$ cat src/rtl/dsec_pkg.sv
package dsec_pkg;

    localparam int unsigned COORD_W   = 8;
    localparam int unsigned HEADING_W = 4;
    localparam int unsigned NUM_TH    = 4;
    localparam int unsigned TH_W      = 9;
    localparam int unsigned SCALED_W  = 15;
    localparam int unsigned LIMIT_W   = 17;

    localparam logic [6:0] RATIO_SCALE = 7'd100;

    localparam logic [TH_W-1:0] THRESH [NUM_TH] = '{9'd20, 9'd67, 9'd150, 9'd503};

    localparam logic [HEADING_W-1:0] HEADING_UP    = 4'd0;
    localparam logic [HEADING_W-1:0] HEADING_RIGHT = 4'd4;
    localparam logic [HEADING_W-1:0] HEADING_DOWN  = 4'd8;
    localparam logic [HEADING_W-1:0] HEADING_LEFT  = 4'd12;

    typedef struct packed {
        logic                 axis;
        logic [HEADING_W-1:0] base;
        logic [COORD_W-1:0]   num;
        logic [COORD_W-1:0]   den;
    } class_t;

    typedef struct packed {
        logic                 axis;
        logic [HEADING_W-1:0] base;
        logic [SCALED_W-1:0]  scaled;
    } scaled_t;

endpackage

$ cat src/rtl/coord_if.sv
interface coord_if;
    import dsec_pkg::*;

    logic               valid;
    logic               ready;
    logic [COORD_W-1:0] start_x;
    logic [COORD_W-1:0] start_y;
    logic [COORD_W-1:0] target_x;
    logic [COORD_W-1:0] target_y;

    modport source (output valid, output start_x, output start_y, output target_x,
                    output target_y, input ready);
    modport sink (input valid, input start_x, input start_y, input target_x,
                  input target_y, output ready);
endinterface

$ cat src/rtl/heading_if.sv
interface heading_if;
    import dsec_pkg::*;

    logic                 valid;
    logic                 ready;
    logic [HEADING_W-1:0] heading;

    modport source (output valid, output heading, input ready);
    modport sink (input valid, input heading, output ready);
endinterface

$ cat src/rtl/dsec_classify.sv
module dsec_classify
    import dsec_pkg::*;
(
    input  logic [COORD_W-1:0] start_x,
    input  logic [COORD_W-1:0] start_y,
    input  logic [COORD_W-1:0] target_x,
    input  logic [COORD_W-1:0] target_y,
    output class_t             cls
);

    logic               left;
    logic               below;
    logic               swap;
    logic [COORD_W-1:0] dx;
    logic [COORD_W-1:0] dy;

    always_comb
    begin
        left  = (target_x < start_x);
        below = (target_y > start_y);
        swap  = left ^ below;
        dx    = left ? (start_x - target_x) : (target_x - start_x);
        dy    = below ? (target_y - start_y) : (start_y - target_y);

        cls.axis = 1'b0;
        cls.base = {left, swap, 2'b00};
        cls.num  = swap ? dy : dx;
        cls.den  = swap ? dx : dy;

        if (start_x == target_x)
        begin
            cls.axis = 1'b1;
            cls.base = below ? HEADING_DOWN : HEADING_UP;
        end
        else if (start_y == target_y)
        begin
            cls.axis = 1'b1;
            cls.base = left ? HEADING_LEFT : HEADING_RIGHT;
        end
    end

endmodule

$ cat src/rtl/direction_sector_16.sv
// Heading quantizer: for each transaction of a start and a target point in 8-bit
// screen coordinates it gives the direction from start to target as one of 16
// sectors, clockwise from 0 (up) through 4 (right), 8 (down) and 12 (left).
// Identical points give 0. The ratio test 100*num/den >= T (num across the base
// direction, den along it) is done as 100*num >= T*den with constant multipliers,
// so no divider is needed. Three register stages (classify, scale, compare); one
// transaction is accepted per clock while the output side does not stall, and a
// result passes through the classify, scale and compare registers in that order.
// A stall holds an occupied stage only while all later stages are occupied too.
module direction_sector_16
    import dsec_pkg::*;
(
    input  logic     clk,
    input  logic     rst_n,
    coord_if.sink    in,
    heading_if.source out
);

    class_t                  cls;
    class_t                  s1_reg;
    scaled_t                 s2_reg;
    logic [LIMIT_W-1:0]      limit_reg [NUM_TH];
    logic [HEADING_W-1:0]    heading_reg;
    logic [HEADING_W-1:0]    heading_next;
    logic                    v1_reg;
    logic                    v2_reg;
    logic                    v3_reg;
    logic                    rdy1;
    logic                    rdy2;
    logic                    rdy3;

    dsec_classify u_classify (
        .start_x  (in.start_x),
        .start_y  (in.start_y),
        .target_x (in.target_x),
        .target_y (in.target_y),
        .cls      (cls)
    );

    assign rdy3     = !v3_reg || out.ready;
    assign rdy2     = !v2_reg || rdy3;
    assign rdy1     = !v1_reg || rdy2;
    assign in.ready = rdy1;

    assign out.valid   = v3_reg;
    assign out.heading = heading_reg;

    always_ff @(posedge clk or negedge rst_n)
    begin
        if (!rst_n)
        begin
            v1_reg <= 1'b0;
            v2_reg <= 1'b0;
            v3_reg <= 1'b0;
        end
        else
        begin
            if (rdy1)
            begin
                v1_reg <= in.valid;
            end
            if (rdy2)
            begin
                v2_reg <= v1_reg;
            end
            if (rdy3)
            begin
                v3_reg <= v2_reg;
            end
        end
    end

    // stage 1: classification
    always_ff @(posedge clk)
    begin
        if (rdy1 && in.valid)
        begin
            s1_reg <= cls;
        end
    end

    // stage 2: scaled minor distance and threshold limits
    always_ff @(posedge clk)
    begin
        if (rdy2 && v1_reg)
        begin
            s2_reg.axis   <= s1_reg.axis;
            s2_reg.base   <= s1_reg.base;
            s2_reg.scaled <= SCALED_W'(s1_reg.num) * SCALED_W'(RATIO_SCALE);
            for (int i = 0; i < NUM_TH; i++)
            begin
                limit_reg[i] <= LIMIT_W'(s1_reg.den) * LIMIT_W'(THRESH[i]);
            end
        end
    end

    // stage 3: threshold count, wraps modulo 16
    always_comb
    begin
        heading_next = s2_reg.base;
        if (!s2_reg.axis)
        begin
            for (int i = 0; i < NUM_TH; i++)
            begin
                if (LIMIT_W'(s2_reg.scaled) >= limit_reg[i])
                begin
                    heading_next = heading_next + HEADING_W'(1);
                end
            end
        end
    end

    always_ff @(posedge clk)
    begin
        if (rdy3 && v2_reg)
        begin
            heading_reg <= heading_next;
        end
    end

    a_nonzero_major: assert property (@(posedge clk) disable iff (!rst_n)
        v1_reg && !s1_reg.axis |-> s1_reg.den != '0)
        else $error("off-axis transaction with zero major distance");

    a_empty_ready: assert property (@(posedge clk) disable iff (!rst_n)
        !v1_reg && !v2_reg && !v3_reg |-> in.ready)
        else $error("empty pipeline refuses a transaction");

    a_stall_holds: assert property (@(posedge clk) disable iff (!rst_n)
        v2_reg && !rdy2 |=> v2_reg && $stable(s2_reg))
        else $error("stalled stage 2 lost its transaction");

endmodule
$ cat src/flat_wrapper.sv
// flat-port wrapper written by rule: the top's interface ports become plain ports
module direction_sector_16_flat import dsec_pkg::*;
  (clk, rst_n, in_valid, in_start_x, in_start_y, in_target_x, in_target_y, in_ready, out_valid, out_heading, out_ready);
  coord_if in_i ();
  heading_if out_i ();
  input  logic clk;
  input  logic rst_n;
  input wire logic [$bits(in_i.valid)-1:0] in_valid;
  input wire logic [$bits(in_i.start_x)-1:0] in_start_x;
  input wire logic [$bits(in_i.start_y)-1:0] in_start_y;
  input wire logic [$bits(in_i.target_x)-1:0] in_target_x;
  input wire logic [$bits(in_i.target_y)-1:0] in_target_y;
  output wire logic [$bits(in_i.ready)-1:0] in_ready;
  output wire logic [$bits(out_i.valid)-1:0] out_valid;
  output wire logic [$bits(out_i.heading)-1:0] out_heading;
  input wire logic [$bits(out_i.ready)-1:0] out_ready;
  assign in_i.valid = in_valid;
  assign in_i.start_x = in_start_x;
  assign in_i.start_y = in_start_y;
  assign in_i.target_x = in_target_x;
  assign in_i.target_y = in_target_y;
  assign in_ready = in_i.ready;
  assign out_valid = out_i.valid;
  assign out_heading = out_i.heading;
  assign out_i.ready = out_ready;
  direction_sector_16 u_core (.clk(clk), .rst_n(rst_n), .in(in_i), .out(out_i));
endmodule
$ cat config.mk
export PLATFORM = sky130hd
export DESIGN_NAME = direction_sector_16_flat
export DESIGN_NICKNAME = d
export VERILOG_FILES = /design/src/rtl/dsec_pkg.sv /design/src/rtl/coord_if.sv /design/src/rtl/heading_if.sv /design/src/rtl/dsec_classify.sv /design/src/rtl/direction_sector_16.sv /design/src/flat_wrapper.sv
export SDC_FILE = /design/constraint.sdc
export NUM_CORES = 1
export LEC_CHECK = 0
export ABC_CLOCK_PERIOD_IN_PS = 6080
export BUFFER_PORTS_ARGS = -buffer_cell sky130_fd_sc_hd__buf_2
export CAP_MARGIN = 5
export CORE_AREA = 2 2 145 147
export CTS_CLUSTER_SIZE = 14
export DETAILED_ROUTE_END_ITERATION = 8
export DIE_AREA = 0 0 147 149
export HOLD_SLACK_MARGIN = 0.15
export PLACE_DENSITY = 0.75
export SLEW_MARGIN = 20
export SYNTH_ARGS = -nofsm -noshare
export SYNTH_HDL_FRONTEND = slang
export SYNTH_SLANG_ARGS = --single-unit
$ cat constraint.sdc
create_clock -name clk -period 6.08 [get_ports clk]
set_input_delay 0.304 -clock clk [delete_from_list [all_inputs] [get_ports clk]]
set_output_delay 0.304 -clock clk [all_outputs]
set_load 0.05 [all_outputs]
==> impl_metrics.json, run 1 <==
{
  "dieArea_sq_mm": 0.0219,
  "ys_types": 62,
  "viasPerCell": 5.39,
  "antenna_left": 0,
  "grt_pass1_vias": 7099,
  "netlist_instances": 1014,
  "root_buffer": "clkbuf_16",
  "setup-tns-final_ns": 0,
  "fin_crit_sh_pct": 79.6,
  "dieWidth_microns": 147,
  "postPlaceCellArea_sq_mm": 0.0105,
  "antenna_found_initial": 0,
  "area_growth_pct": 7.95,
  "hpwlAfterDp_microns": 17400,
  "coreArea_sq_mm": 0.0206,
  "clock_sink_count": 94,
  "io_buffer_count": 41,
  "synth_edf_count": 91,
  "drt_iter0_markers": 453,
  "first_pass_iters": 5,
  "setup_viol": 0,
  "nNetsFinal": 1349,
  "num_rows": 53,
  "end_kind": "flip-flop",
  "ys_seq_area_share_pct": 28.1,
  "clkLatencyLatePin_ns": 0.37,
  "postCtsSetupBuffers": 0,
  "clk_pin_slew_ns": 0.07,
  "synth_xor_area_share_pct": 4.81,
  "synth_flop_cell": "edfxtp_1",
  "grt_pass1_wl_microns": 34500,
  "tightest_slew_ns": 0.950,
  "synth-async-reset-ratio_pct": 3.19,
  "status": "finished, final reports clean",
  "gp_routability_congestion": 0.887,
  "synth-adder-area-share_pct": 35.4,
  "cap_violations": 0,
  "avgSynthCellArea_sq_um": 9.87,
  "drt-wirelength-per-cell_microns": 15.7,
  "synth_top_family_by_area": "adder cells",
  "crit_required_ns": 6.19,
  "finalMaxSlewViolations": 0,
  "drive_gt1_share_pct": 7.25,
  "numCtsBuffers": 9,
  "yosysWarnings": 0,
  "largest_reg_flops": 52,
  "design_area_sq_mm": 0.0108,
  "cts_buffer_depth": 2,
  "htreeDepth": 3,
  "antenna_cells": 0,
  "hold_violations": 0,
  "layout_commonest_cell": "ha_1",
  "synth.cell_area_sq_mm": 0.0100,
  "final_cell_mix": "ha_1, inv_1, edfxtp_1, a21oi_1, nor2_1",
  "fin_ws_ns": 1.24,
  "critical_path.max_fanout": 12,
  "drt-total-wl_microns": 20900,
  "num_vias": 7207,
  "rsz0062_at_grt": "false",
  "die_height_microns": 149,
  "worst-setup-path-type": "flip-flop to flip-flop",
  "skew_ns": 0.00935,
  "syn-num-nets": 1306,
  "slew_headroom_pct": 36.7,
  "grt_max_degree": 69,
  "fmax_mhz": 207,
  "synthSimpleGateAreaFrac_pct": 8.27,
  "dp_slack_ns": 1.28,
  "boundaryPins": 42,
  "synth-seq-cells": 94,
  "hold_path.class": "primary input to flip-flop",
  "cts_tree": "built",
  "drc": 0,
  "gr-total-overflow": 0,
  "period_minus_slack_ns": 4.84,
  "critPathArrivalTime_ns": 4.95,
  "startpoint_type": "flip-flop",
  "synth-compound-area-share_pct": 13.9,
  "track_usage_pct": 20.0,
  "yosys-mux-area-fraction_pct": 1.23,
  "start_util_pct": 48.7
}
[final timing paths]
path / start / end / slack (ns) / cells past startpoint
min: out_ready / u_core.out.valid$_DFFE_PN0P_ / 0.23 / 3
max in group asynchronous: rst_n / u_core.v2_reg$_DFFE_PN0P_ / 5.72 / 2
max reg2reg: u_core.s1_reg[5]$_DFFE_PP_ / u_core.limit_reg[3][16]$_DFFE_PP_ / 1.24 / 15
min in group asynchronous: rst_n / u_core.v1_reg$_DFFE_PN0N_ / 0.25 / 2
min reg2reg: u_core.s1_reg[20]$_SDFFCE_PP1P_ / u_core.s2_reg[19]$_DFFE_PP_ / 0.48 / 0
max: u_core.s1_reg[5]$_DFFE_PP_ / u_core.limit_reg[3][16]$_DFFE_PP_ / 1.24 / 15
[what timing repair did]
item                      in CTS  in global routing
hold endpoints to repair       4                  0
hold buffers                   2                  0
gates resized for setup        0                  0
[worst max-delay path, cell delays in order, from the launching register on]
cell       delay (ns)
edfxtp_1         0.62
fa_1             0.64
inv_1            0.12
fa_1             0.52
inv_1            0.06
fa_1             0.53
inv_1            0.06
fa_1             0.54
inv_1            0.05
ha_1             0.33
o21a_1           0.19
o31a_1           0.12
o2111ai_1        0.24
nand3_1          0.14
a221oi_1         0.31
xnor2_1          0.11
[area by class of cell]
| type | instances | area, sq um |
|---|---|---|
| multi-input combinational | 707 | 6370 |
| inverter | 201 | 754 |
| fill | 1819 | 9760 |
| clock inverter | 7 | 68.8 |
| timing repair buffer | 44 | 233 |
| clock buffer | 9 | 225 |
| tap | 275 | 344 |
| sequential | 94 | 2810 |
[layer usage]
layer | vias to the layer above | track usage, % | share of wire [%]
li1 | 3579 | - | -
met4 | 0 | 7.60 | 3.1
met5 | - | 0 | 0
met2 | 181 | 33.5 | 48
met1 | 3407 | 26.1 | 44
met3 | 40 | 3.49 | 5.2
[synthesized netlist by cell type (3+ instances only)]
cell type,n,area share (%)
a221oi_1,5,0.44
nor2_1,57,2.1
and4_1,3,0.26
dfrtp_1,3,0.75
mux2i_1,7,0.70
nand2b_1,11,0.69
inv_1,201,7.5
nand4_1,7,0.44
xnor2_1,35,3.1
o21ai_0,25,1.3
o22ai_1,6,0.38
and3_1,3,0.19
xor2_1,20,1.8
buf_2,4,0.20
a21o_1,29,2.2
o31a_1,3,0.26
fa_1,45,9.0
a31oi_1,7,0.44
or2_2,3,0.19
nor2_2,3,0.19
nand2_1,34,1.3
nor4_1,3,0.19
o21ai_1,9,0.45
ha_1,211,26
and2_1,5,0.31
o21bai_1,12,0.90
a21oi_1,71,3.6
or3_1,3,0.19
nand3_1,12,0.60
nor2b_1,13,0.81
a211oi_1,9,0.68
nor3_1,8,0.40
o211ai_1,7,0.53
o21a_1,13,0.98
edfxtp_1,91,27
[cells by family after synthesis]
group                    Yosys count
XOR/XNOR                          55
buffers and inverters            213
multiplexers                      11
AND/OR/NAND/NOR                  170
flip-flops                        94
AO/OA/AOI/OAI                    215
adder cells (fa/ha/maj)          256
[metrics by stage]
| step | hold WS [ns] | utilization (%) | instances |
|---|---|---|---|
| 2_1_floorplan | 0.00841 | - | 1014 |
| 3_3_place_gp | 0.101 | 51.0 | 1319 |
| 3_5_place_dp | 0.104 | 51.0 | 1319 |
| 4_1_cts | 0.229 | 52.5 | 1337 |
| 5_1_grt | 0.254 | 52.5 | 1337 |
| 6_report | 0.231 | 52.5 | 1337 |
Power of run 1 is not shown: default switching activity piles up to over one toggle a cycle in this logic, so the estimate is an artifact.
==> run 2, diff against run 1 <==
- ABC_CLOCK_PERIOD_IN_PS: 6080 -> 4500
- clock period: 6.08 -> 4.5 ns (I/O delays scaled with it)
==> impl_metrics.json, run 2 (same netlist as run 1, synthesis figures left out) <==
{
  "status": "finished, final reports clean",
  "cts_tree": "built",
  "clk_pin_slew_ns": 0.08,
  "cts_buffer_depth": 2,
  "htreeDepth": 3,
  "num_vias": 7227,
  "viasPerCell": 5.36,
  "drc": 0,
  "clkLatencyLatePin_ns": 0.36,
  "final_cell_mix": "ha_1, inv_1, edfxtp_1, a21oi_1, nor2_1",
  "finalMaxSlewViolations": 0,
  "skew_ns": 0.00725,
  "antenna_found_initial": 0,
  "hold_violations": 0,
  "fmax_mhz": 230,
  "end_kind": "flip-flop",
  "crit_required_ns": 4.61,
  "fin_ws_ns": 0.147,
  "grt_pass1_wl_microns": 34500,
  "setup_viol": 0,
  "drt-total-wl_microns": 21200,
  "largest_reg_flops": 52,
  "startpoint_type": "flip-flop",
  "fin_crit_sh_pct": 96.7,
  "nNetsFinal": 1361,
  "die_height_microns": 149,
  "critPathArrivalTime_ns": 4.46,
  "worst-setup-path-type": "flip-flop to flip-flop",
  "hpwlAfterDp_microns": 17600,
  "grt_max_degree": 41,
  "grt_pass1_vias": 7077,
  "dp_slack_ns": 0.0643,
  "startpoint": "u_core.s1_reg[2]$_DFFE_PP_",
  "period_minus_slack_ns": 4.35,
  "slew_headroom_pct": 35.1,
  "drt_iter0_markers": 501,
  "antenna_left": 0,
  "hold_path.class": "primary input to async pin",
  "r2r-start": "u_core.s1_reg[2]$_DFFE_PP_",
  "drt-wirelength-per-cell_microns": 15.7,
  "critical_path.max_fanout": 4,
  "gr-total-overflow": 0,
  "track_usage_pct": 20.2,
  "dieArea_sq_mm": 0.0219,
  "drive_gt1_share_pct": 8.94,
  "numCtsBuffers": 9,
  "r2r_setup_slack_ns": 0.15,
  "tightest_slew_ns": 0.973,
  "coreArea_sq_mm": 0.0206,
  "boundaryPins": 42,
  "clock_sink_count": 94,
  "root_buffer": "clkbuf_16",
  "io_buffer_count": 41,
  "start_util_pct": 48.7,
  "dieWidth_microns": 147,
  "gp_routability_congestion": 0.907,
  "cap_violations": 0,
  "num_rows": 53,
  "area_growth_pct": 9.37,
  "timing.rr.end": "u_core.limit_reg[3][16]$_DFFE_PP_",
  "layout_commonest_cell": "ha_1",
  "first_pass_iters": 5,
  "endpoint": "u_core.limit_reg[3][16]$_DFFE_PP_",
  "reg2reg_depth": 13,
  "antenna_cells": 0
}
## run 2: timing repair
| item | 4_1_cts | 5_1_grt |
|---|---|---|
| setup buffers | 0 | 0 |
| resized for setup | 0 | 8 |
| hold buffers | 3 | 0 |
| endpoints found under the setup margin | 0 | 2 |
| endpoints found under the hold margin | 5 | 0 |
## run 2: worst min path at each step
stage	slack, ns	startpoint	endpoint	cells past startpoint
2_1_floorplan	-0.07	rst_n	u_core.out.valid$_DFFE_PN0P_	0
3_3_place_gp	0.02	rst_n	u_core.out.valid$_DFFE_PN0P_	1
3_5_place_dp	0.02	rst_n	u_core.out.valid$_DFFE_PN0P_	1
4_1_cts	0.17	rst_n	u_core.out.valid$_DFFE_PN0P_	2
5_1_grt	0.18	rst_n	u_core.out.valid$_DFFE_PN0P_	2
6_report	0.18	rst_n	u_core.out.valid$_DFFE_PN0P_	2
## run 2: area by class of cell
cell class	count	area (sq um)
flip-flops and latches	94	2810
repair buffers	56	329
fillers	1800	9610
clock inverters	7	73.8
clock buffers	9	225
multi-input cells	707	6410
well taps	275	344
inverters	201	754
## run 2: layer usage
layer  routed length [microns]  global-route usage, %
met1                      9220                   25.6
met2                     10300                   34.6
met3                       829                   2.91
met4                       805                   8.89
met5                         0                      0
## run 2: worst max-delay path, stage by stage (launching register included)
cell       delay [ns]
edfxtp_1         0.44
fa_1             0.64
fa_1             0.47
fa_1             0.54
inv_1            0.06
fa_1             0.52
inv_1            0.05
ha_1             0.33
o21a_1           0.12
o31a_1           0.14
o2111ai_2        0.26
nand3_2          0.13
a221oi_2         0.29
xnor2_1          0.10
## run 2: stage by stage
| stage | std cells | setup TNS, ns | cell area, sq um | hold WS (ns) | util [%] |
|---|---|---|---|---|---|
| after floorplan | 1014 | 0 | 10000 | -0.0706 | - |
| final | 1349 | 0 | 10900 | 0.185 | 53.2 |
| after global placement | 1330 | 0 | 10600 | 0.0222 | 51.4 |
| after CTS | 1349 | 0 | 10900 | 0.171 | 53.0 |
| after detailed placement | 1330 | 0 | 10600 | 0.0224 | 51.4 |
| after global routing | 1349 | -0.000384 | 10900 | 0.182 | 53.2 |
Power of run 2 is left out for the same reason.
